`src/rtb_pkg.sv`:
```
package rtb_pkg;

    // Payload buffer geometry
    localparam int BUF_BYTES = 256;
    localparam int AW        = (BUF_BYTES > 1) ? $clog2(BUF_BYTES) : 1;
    localparam int FILL_W    = $clog2(BUF_BYTES + 1);

    // Reset values
    localparam logic [15:0] TIMEOUT_RESET   = 16'd300;
    localparam logic [7:0]  TRY_LIMIT_RESET = 8'd10;

    // Register port: byte address, word index in the upper bits
    localparam int PADDR_W = 3;
    localparam logic [PADDR_W-3:0] REG_TIMEOUT_IDX = '0;

    typedef enum logic [1:0] {
        REQ_STORE = 2'd0,
        REQ_TICK  = 2'd1,
        REQ_ACK   = 2'd2,
        REQ_READ  = 2'd3
    } t_req;

    typedef struct packed {
        logic       resend;
        logic       gave_up;
        logic       ack_matched;
        logic       pending;
        logic [7:0] cur_seq;
        logic [7:0] next_seq;
        logic [7:0] command_out;
        logic [8:0] length_out;
        logic [7:0] tries_done;
    } t_result;

    typedef struct packed {
        logic          en;
        logic [AW-1:0] addr;
        logic [7:0]    data;
    } t_mem_wr;

endpackage

```
`src/rtb_msg_ctrl.sv`:
```
module rtb_msg_ctrl (
    input  logic                 i_clk,
    input  logic                 i_rst_n,
    input  logic                 i_accept,
    input  rtb_pkg::t_req        i_req,
    input  logic [31:0]          i_now_ms,
    input  logic [7:0]           i_data_byte,
    input  logic                 i_byte_valid,
    input  logic                 i_last_byte,
    input  logic [7:0]           i_command,
    input  logic [7:0]           i_max_tries,
    input  logic [7:0]           i_ack_seq,
    input  logic [15:0]          i_timeout_ms,
    output rtb_pkg::t_result     o_result,
    output rtb_pkg::t_mem_wr     o_mem_wr
);
    import rtb_pkg::*;

    // Message state
    logic [FILL_W-1:0] r_len, n_len;
    logic [FILL_W-1:0] r_fill, n_fill;
    logic              r_building, n_building;
    logic [7:0]        r_seq, n_seq;
    logic [7:0]        r_cmd, n_cmd;
    logic [7:0]        r_tries, n_tries;
    logic [7:0]        r_limit, n_limit;
    logic [31:0]       r_last_send, n_last_send;

    logic [FILL_W-1:0] fill_base;
    logic              wr_en;
    logic [31:0]       elapsed;
    logic              resend, gave_up, matched;

    assign fill_base = r_building ? r_fill : '0;
    assign wr_en     = (i_req == REQ_STORE) && i_byte_valid
                       && (fill_base < FILL_W'(BUF_BYTES));
    assign elapsed   = i_now_ms - r_last_send;

    // Next message state for the item at the input
    always_comb begin
        n_len       = r_len;
        n_fill      = r_fill;
        n_building  = r_building;
        n_seq       = r_seq;
        n_cmd       = r_cmd;
        n_tries     = r_tries;
        n_limit     = r_limit;
        n_last_send = r_last_send;
        resend      = 1'b0;
        gave_up     = 1'b0;
        matched     = 1'b0;
        unique case (i_req)
            REQ_STORE: begin
                n_fill = fill_base + FILL_W'(wr_en);
                if (i_last_byte) begin
                    n_seq       = r_seq + 8'd1;
                    n_cmd       = i_command;
                    n_len       = n_fill;
                    n_tries     = '0;
                    n_limit     = i_max_tries;
                    n_last_send = i_now_ms;
                    n_building  = 1'b0;
                end else begin
                    // first byte of a message cancels the pending one
                    if (!r_building) begin
                        n_len = '0;
                    end
                    n_building = 1'b1;
                end
            end
            REQ_TICK: begin
                if (r_len != '0) begin
                    if (r_tries >= r_limit) begin
                        n_len   = '0;
                        gave_up = 1'b1;
                    end else if (elapsed >= {16'd0, i_timeout_ms}) begin
                        n_tries     = r_tries + 8'd1;
                        n_last_send = i_now_ms;
                        resend      = 1'b1;
                    end
                end
            end
            REQ_ACK: begin
                if ((i_ack_seq == r_seq) && (r_len != '0)) begin
                    n_len   = '0;
                    matched = 1'b1;
                end
            end
            REQ_READ: begin
            end
            default: begin
            end
        endcase
    end

    // Hold state, advance on each accepted transfer
    always_ff @(posedge i_clk) begin
        if (!i_rst_n) begin
            r_len       <= '0;
            r_fill      <= '0;
            r_building  <= 1'b0;
            r_seq       <= '0;
            r_cmd       <= '0;
            r_tries     <= '0;
            r_limit     <= TRY_LIMIT_RESET;
            r_last_send <= '0;
        end else if (i_accept) begin
            r_len       <= n_len;
            r_fill      <= n_fill;
            r_building  <= n_building;
            r_seq       <= n_seq;
            r_cmd       <= n_cmd;
            r_tries     <= n_tries;
            r_limit     <= n_limit;
            r_last_send <= n_last_send;
        end
    end

    // Result fields reflect the state after the update
    always_comb begin
        o_result.resend      = resend;
        o_result.gave_up     = gave_up;
        o_result.ack_matched = matched;
        o_result.pending     = (n_len != '0);
        o_result.cur_seq     = n_seq;
        o_result.next_seq    = n_seq + 8'd1;
        o_result.command_out = n_cmd;
        o_result.length_out  = 9'(n_len);
        o_result.tries_done  = n_tries;
    end

    // Buffer write for a stored byte
    always_comb begin
        o_mem_wr.en   = wr_en && i_accept;
        o_mem_wr.addr = AW'(fill_base);
        o_mem_wr.data = i_data_byte;
    end

endmodule

```
`src/retransmit_timer_buffer.sv`:
```
// Stop-and-wait retransmission buffer for one outgoing message.
//
// Input channel (i_in_valid / o_in_stall) carries one request per transfer:
// store a payload byte, time tick, acknowledgement, or read a buffered byte.
// Output channel (o_out_valid / i_out_stall) returns exactly one result per
// request, in order. A transfer happens when valid is high and stall is low.
//
// A taken request's result is held in the middle stage (message update and buffer
// read) and then in the output register, from which it is presented.
// Throughput: one request per cycle while the output is not stalled; the payload buffer is a single-port
// style memory with one write or one registered read per request.
//
// When the receiver stalls, the output register holds its result and the
// middle stage still drains into it if empty; once both are full the input
// is stalled. No result is dropped or repeated.
//
// Reset (synchronous, active low) clears the message state, sets the try
// limit to 10 and timeout_ms to 300. Buffer contents are not cleared.
// timeout_ms is written through the APB port at byte address 0.
module retransmit_timer_buffer (
    input  logic                         i_clk,
    input  logic                         i_rst_n,
    // request channel
    input  logic                         i_in_valid,
    output logic                         o_in_stall,
    input  logic [1:0]                   i_req_type,
    input  logic [31:0]                  i_now_ms,
    input  logic [7:0]                   i_data_byte,
    input  logic                         i_byte_valid,
    input  logic                         i_last_byte,
    input  logic [7:0]                   i_command,
    input  logic [7:0]                   i_max_tries,
    input  logic [7:0]                   i_ack_seq,
    input  logic [7:0]                   i_read_index,
    // result channel
    output logic                         o_out_valid,
    input  logic                         i_out_stall,
    output logic                         o_resend,
    output logic                         o_gave_up,
    output logic                         o_ack_matched,
    output logic                         o_pending,
    output logic [7:0]                   o_cur_seq,
    output logic [7:0]                   o_next_seq,
    output logic [7:0]                   o_command_out,
    output logic [8:0]                   o_length_out,
    output logic [7:0]                   o_tries_done,
    output logic [7:0]                   o_read_data,
    // configuration port
    input  logic                         psel,
    input  logic                         penable,
    input  logic                         pwrite,
    input  logic [rtb_pkg::PADDR_W-1:0]  paddr,
    input  logic [31:0]                  pwdata,
    output logic [31:0]                  prdata,
    output logic                         pready
);
    import rtb_pkg::*;

    logic [15:0] r_timeout_ms;
    logic        cfg_wr;
    logic        in_accept;
    logic        s1_adv;
    logic        rd_hit;

    logic        r_s1_v;
    t_result     r_s1_res;
    logic [7:0]  r_s1_rdata;
    logic        r_s2_v;
    t_result     r_s2_res;
    logic [7:0]  r_s2_rdata;

    t_result     core_res;
    t_mem_wr     mem_wr;
    t_req        req;

    logic [7:0]  r_mem [BUF_BYTES];

    // Configuration register
    assign pready = 1'b1;
    assign cfg_wr = psel && penable && pwrite
                    && (paddr[PADDR_W-1:2] == REG_TIMEOUT_IDX);
    assign prdata = (paddr[PADDR_W-1:2] == REG_TIMEOUT_IDX) ? {16'd0, r_timeout_ms}
                                                             : 32'd0;

    always_ff @(posedge i_clk) begin
        if (!i_rst_n) begin
            r_timeout_ms <= TIMEOUT_RESET;
        end else if (cfg_wr) begin
            r_timeout_ms <= pwdata[15:0];
        end
    end

    // Handshake: middle stage moves on when the output register frees up
    assign s1_adv     = r_s1_v && (!r_s2_v || !i_out_stall);
    assign o_in_stall = r_s1_v && !s1_adv;
    assign in_accept  = i_in_valid && !o_in_stall;
    assign req        = t_req'(i_req_type);

    rtb_msg_ctrl u_msg_ctrl (
        .i_clk        (i_clk),
        .i_rst_n      (i_rst_n),
        .i_accept     (in_accept),
        .i_req        (req),
        .i_now_ms     (i_now_ms),
        .i_data_byte  (i_data_byte),
        .i_byte_valid (i_byte_valid),
        .i_last_byte  (i_last_byte),
        .i_command    (i_command),
        .i_max_tries  (i_max_tries),
        .i_ack_seq    (i_ack_seq),
        .i_timeout_ms (r_timeout_ms),
        .o_result     (core_res),
        .o_mem_wr     (mem_wr)
    );

    // Payload buffer: one write or one registered read per transfer
    assign rd_hit = (req == REQ_READ) && (32'(i_read_index) < BUF_BYTES);

    always_ff @(posedge i_clk) begin
        if (mem_wr.en) begin
            r_mem[mem_wr.addr] <= mem_wr.data;
        end
        if (in_accept) begin
            if (rd_hit) begin
                r_s1_rdata <= r_mem[AW'(i_read_index)];
            end else begin
                r_s1_rdata <= 8'd0;
            end
        end
    end

    // Middle stage: hold the result of the accepted transfer
    always_ff @(posedge i_clk) begin
        if (!i_rst_n) begin
            r_s1_v <= 1'b0;
        end else if (in_accept) begin
            r_s1_v <= 1'b1;
        end else if (s1_adv) begin
            r_s1_v <= 1'b0;
        end
    end

    always_ff @(posedge i_clk) begin
        if (in_accept) begin
            r_s1_res <= core_res;
        end
    end

    // Output register
    always_ff @(posedge i_clk) begin
        if (!i_rst_n) begin
            r_s2_v <= 1'b0;
        end else if (s1_adv) begin
            r_s2_v <= 1'b1;
        end else if (!i_out_stall) begin
            r_s2_v <= 1'b0;
        end
    end

    always_ff @(posedge i_clk) begin
        if (s1_adv) begin
            r_s2_res   <= r_s1_res;
            r_s2_rdata <= r_s1_rdata;
        end
    end

    assign o_out_valid   = r_s2_v;
    assign o_resend      = r_s2_res.resend;
    assign o_gave_up     = r_s2_res.gave_up;
    assign o_ack_matched = r_s2_res.ack_matched;
    assign o_pending     = r_s2_res.pending;
    assign o_cur_seq     = r_s2_res.cur_seq;
    assign o_next_seq    = r_s2_res.next_seq;
    assign o_command_out = r_s2_res.command_out;
    assign o_length_out  = r_s2_res.length_out;
    assign o_tries_done  = r_s2_res.tries_done;
    assign o_read_data   = r_s2_rdata;

endmodule

```
`config.mk`:
```
export PLATFORM = sky130hd
export DESIGN_NAME = retransmit_timer_buffer
export DESIGN_NICKNAME = d
export VERILOG_FILES = /design/src/rtb_pkg.sv /design/src/rtb_msg_ctrl.sv /design/src/retransmit_timer_buffer.sv
export SDC_FILE = /design/constraint.sdc
export NUM_CORES = 2
export LEC_CHECK = 0
export BUFFER_PORTS_ARGS = -buffer_cell sky130_fd_sc_hd__clkbuf_2
export CAP_MARGIN = 20
export CELL_PAD_IN_SITES_DETAIL_PLACEMENT = 1
export CELL_PAD_IN_SITES_GLOBAL_PLACEMENT = 2
export CORE_MARGIN = 4
export CORE_UTILIZATION = 26
export DETAILED_ROUTE_END_ITERATION = 7
export PLACE_DENSITY_LB_ADDON = 0.1
export SLEW_MARGIN = 10
export SYNTH_ARGS = -nofsm -noshare
export SYNTH_HDL_FRONTEND = slang
export SYNTH_SLANG_ARGS = --single-unit
```
`constraint.sdc`:
```
create_clock -name i_clk -period 16.3 [get_ports i_clk]
set_clock_uncertainty 0.15 [all_clocks]
set_input_delay 3.26 -clock i_clk [delete_from_list [all_inputs] [get_ports i_clk]]
set_output_delay 3.26 -clock i_clk [all_outputs]
set_load 0.05 [all_outputs]
```
==> flow_summary.toml <==
[sta]
final_hold_viol_count = 0
period_minus_slack_ns = 8.19
drv_slew = 0
worst_pin_slew_ns = 1.17
setup_tns_ns = 0
relSlewSlack_pct = 22.1
post-route-period-util_pct = 50.2
setup_ws_ns = 8.11
grt_setup_unrepaired = "no"
setup_viol = 0
fmax_ghz = 0.122

[route]
drt_iter0_markers = 3111
firstDrtPassIters = 7
viasPerCell = 4.57
drtAntennaViolNets = 0
wl_um = 267000
drc_errors = 0
route.detailed.wl_per_inst_um = 28.1
vias = 43300

[global_route]
grt_overflow = 0
grt_max_degree = 149
grt_pass1_wl_um = 376000
grt.total_usage_pct = 14.7
antenna_found_initial = 32
grt_pass1_vias = 46900

[place]
place.gp.congestion = 0.709
port_buffers = 170
dp_hpwl_um = 162000
place_ws_ns = 7.19

[yosys]
netlist_area_um2 = 90000
synth-compound-area-share_pct = 1.83
netlist_instances = 4441
ys_warn_count = 0
postSynth.asyncResetShare_pct = 0
synthTopCellsByArea = "edfxtp_1, mux4_2, dfxtp_1, nor2_1, nand2_1"
synth-edff-count = 2154
yosys.area_share.simple_pct = 3.62
synth_mux_area_share_pct = 17.4
ys_seq_elements = 2255
yosys.area.top_type = "edfxtp_1"
ys_types = 78
ys.flop_type = "edfxtp_1"
synth_seq_area_share_pct = 74.1
synth_top_family_by_area = "multiplexers"
synth_fa_ha_area_share_pct = 0.856
avgSynthCellArea_um2 = 20.3
synth-xor-area-share_pct = 0.516
synth_top_area_share_pct = 71.9

[die]
dieArea_um2 = 356000
rows = 215
dieWidth_um = 596
ios = 206
core_area_um2 = 344000
start_util_pct = 26.2
dieHeight_um = 596

[clock_tree]
cts_tree = "done"
numCtsBuffers = 275
ctsResizeCount = 0
cts_buffer_depth = 4
cts_hold_repair.buffers = 0
cts_sinks = 2255
post_cts_buffers = 0
clk_latency_ns = 0.89
h-tree-depth = 5
clock-root-buffer = "clkbuf_16"
clk_pin_slew_ns = 0.06

[worst_setup_path]
cp_max_fo = 34
path_delay_family = "simple AND/OR/NAND/NOR gates"
cp.required_ns = 16.88
slowest_stage = "a2111oi_0"
setup.worst_path.class = "input port to flip-flop"
crit_path_cell_trace = "clkbuf_2, inv_1, ha_1, fa_1, nand2b_1, a21oi_2, nor2_1, o21ai_0, a31oi_1, xnor2_1, ha_1, and4_1, a2111oi_0, o21ai_0, or4b_1, and4b_1, nand4_2, nand2_2, nand2_4, mux2i_1"
cpPeakStageDelay_ns = 0.84
path_buf_inv = 2
end_kind = "flip-flop"
crit_arrival_ns = 8.77
start_kind = "input port"

[flow_run]
maxCapViolCount = 0

[layout]
final_nets = 4887
syn_to_final_growth_pct = 16.6
drive_above_1_share_pct = 26.8
utilization_pct = 30.5

[pwr]
ir_worst_vdd_uv = 74.3
power_density_nw_per_um2 = 125
p_leak_nw = 32.3

[outcome]
status = "completed"

[hold_path]
hold_class = "flip-flop to flip-flop"
==> cell type report <==
type                       instances  area (um2)
multi-input combinational       1856       21900
fill                           34500      239000
clock buffer                     348        7310
tap                             4557        5700
inverter                          82         310
clock inverter                   140        1340
antenna                            6        15.0
sequential                      2255       66700
timing repair buffer             238        1590
==> report_power, final <==
| group | internal, mW | switching, mW | total, mW |
|---|---|---|---|
| clock | 3.52 | 2.46 | 5.97 |
| sequential | 6.37 | 0.0119 | 6.38 |
| combinational | 0.268 | 0.482 | 0.750 |
==> flip-flops by register name, indices dropped and copies added, names as in the netlist, 8 cells and up <==
signal and flops:
r_mem 2048, r_s1_res 45, u_msg_ctrl.r_last_send 32, r_timeout_ms 16
o_length_out 9, u_msg_ctrl.r_fill 9, u_msg_ctrl.r_len 9, o_command_out 8
o_cur_seq 8, o_next_seq 8, o_read_data 8, o_tries_done 8
r_s1_rdata 8, u_msg_ctrl.r_cmd 8, u_msg_ctrl.r_limit 8, u_msg_ctrl.r_seq 8
u_msg_ctrl.r_tries 8
==> logic make-up (layout without fill, tap and decap cells) <==
kind of cell    count (synthesis)  count (layout)
compound gates                249             249
xor+xnor                       53              53
fa+ha+maj                      61              61
buf+inv                       345             808
flops                        2255            2255
mux                           717             717
other cells                     2              23
simple gates                  759             759
==> cell usage in the layout, fill, tap and decap left out, drive strengths merged, types with 7 or more instances in the layout <==
master	count
ha	60
o211ai	19
a21o	9
nand2b	11
nor3	32
a22oi	7
a21oi	78
xor2	21
clkbuf	504
conb	17
o21ai	48
buf	82
nand4	22
or4	10
and3	9
a211oi	10
mux2i	36
nand2	231
mux4	680
nand3	36
bufinv	21
nor2	359
o21a	16
edfxtp	2154
inv	92
dfxtp	101
clkinv	106
nor2b	17
xnor2	32
==> stage by stage <==
stage | cells | power [mW] | hold slack (ns) | cell area, um2
final | 9482 | 13.1 | 0.259 | 105000
after global routing | 9477 | 13.6 | 0.257 | 105000
after CTS | 9476 | 13.4 | 0.237 | 105000
after detailed placement | 8988 | 7.29 | 0.256 | 96200
after global placement | 8987 | 7.28 | 0.251 | 96200
after floorplan | 4456 | 6.93 | 0.250 | 90100
==> cells in the mapped netlist (all sizes together) (36+ instances only) <==
cell type / count
mux4: 680
nor2: 359
nand2: 231
inv: 80
dfxtp: 101
nand3: 36
buf: 106
clkbuf: 157
edfxtp: 2154
a21oi: 78
o21ai: 48
ha: 60
mux2i: 36
==> path summary, 6_finish.rpt <==
path,startpoint,slack [ns],to,cells past startpoint
setup reg to reg,u_msg_ctrl.r_last_send[0],10.32,u_msg_ctrl.r_last_send[4],18
hold reg to reg,r_s1_rdata[4],0.26,o_read_data[4],0
setup / recovery,i_now_ms[0],8.11,u_msg_ctrl.r_last_send[4],20
hold / removal,r_s1_rdata[4],0.26,o_read_data[4],0
==> layer usage <==
layer / part of all wire [%] / vias up / track usage [%]
met5: 0.0026 / - / 0
met4: 2.2 / 2 / 3.33
met3: 4.4 / 327 / 2.48
met2: 48 / 929 / 24.2
met1: 45 / 23300 / 20.5
li1: - / 18700 / -
No activity file was read; power rests on OpenSTA's default activity.
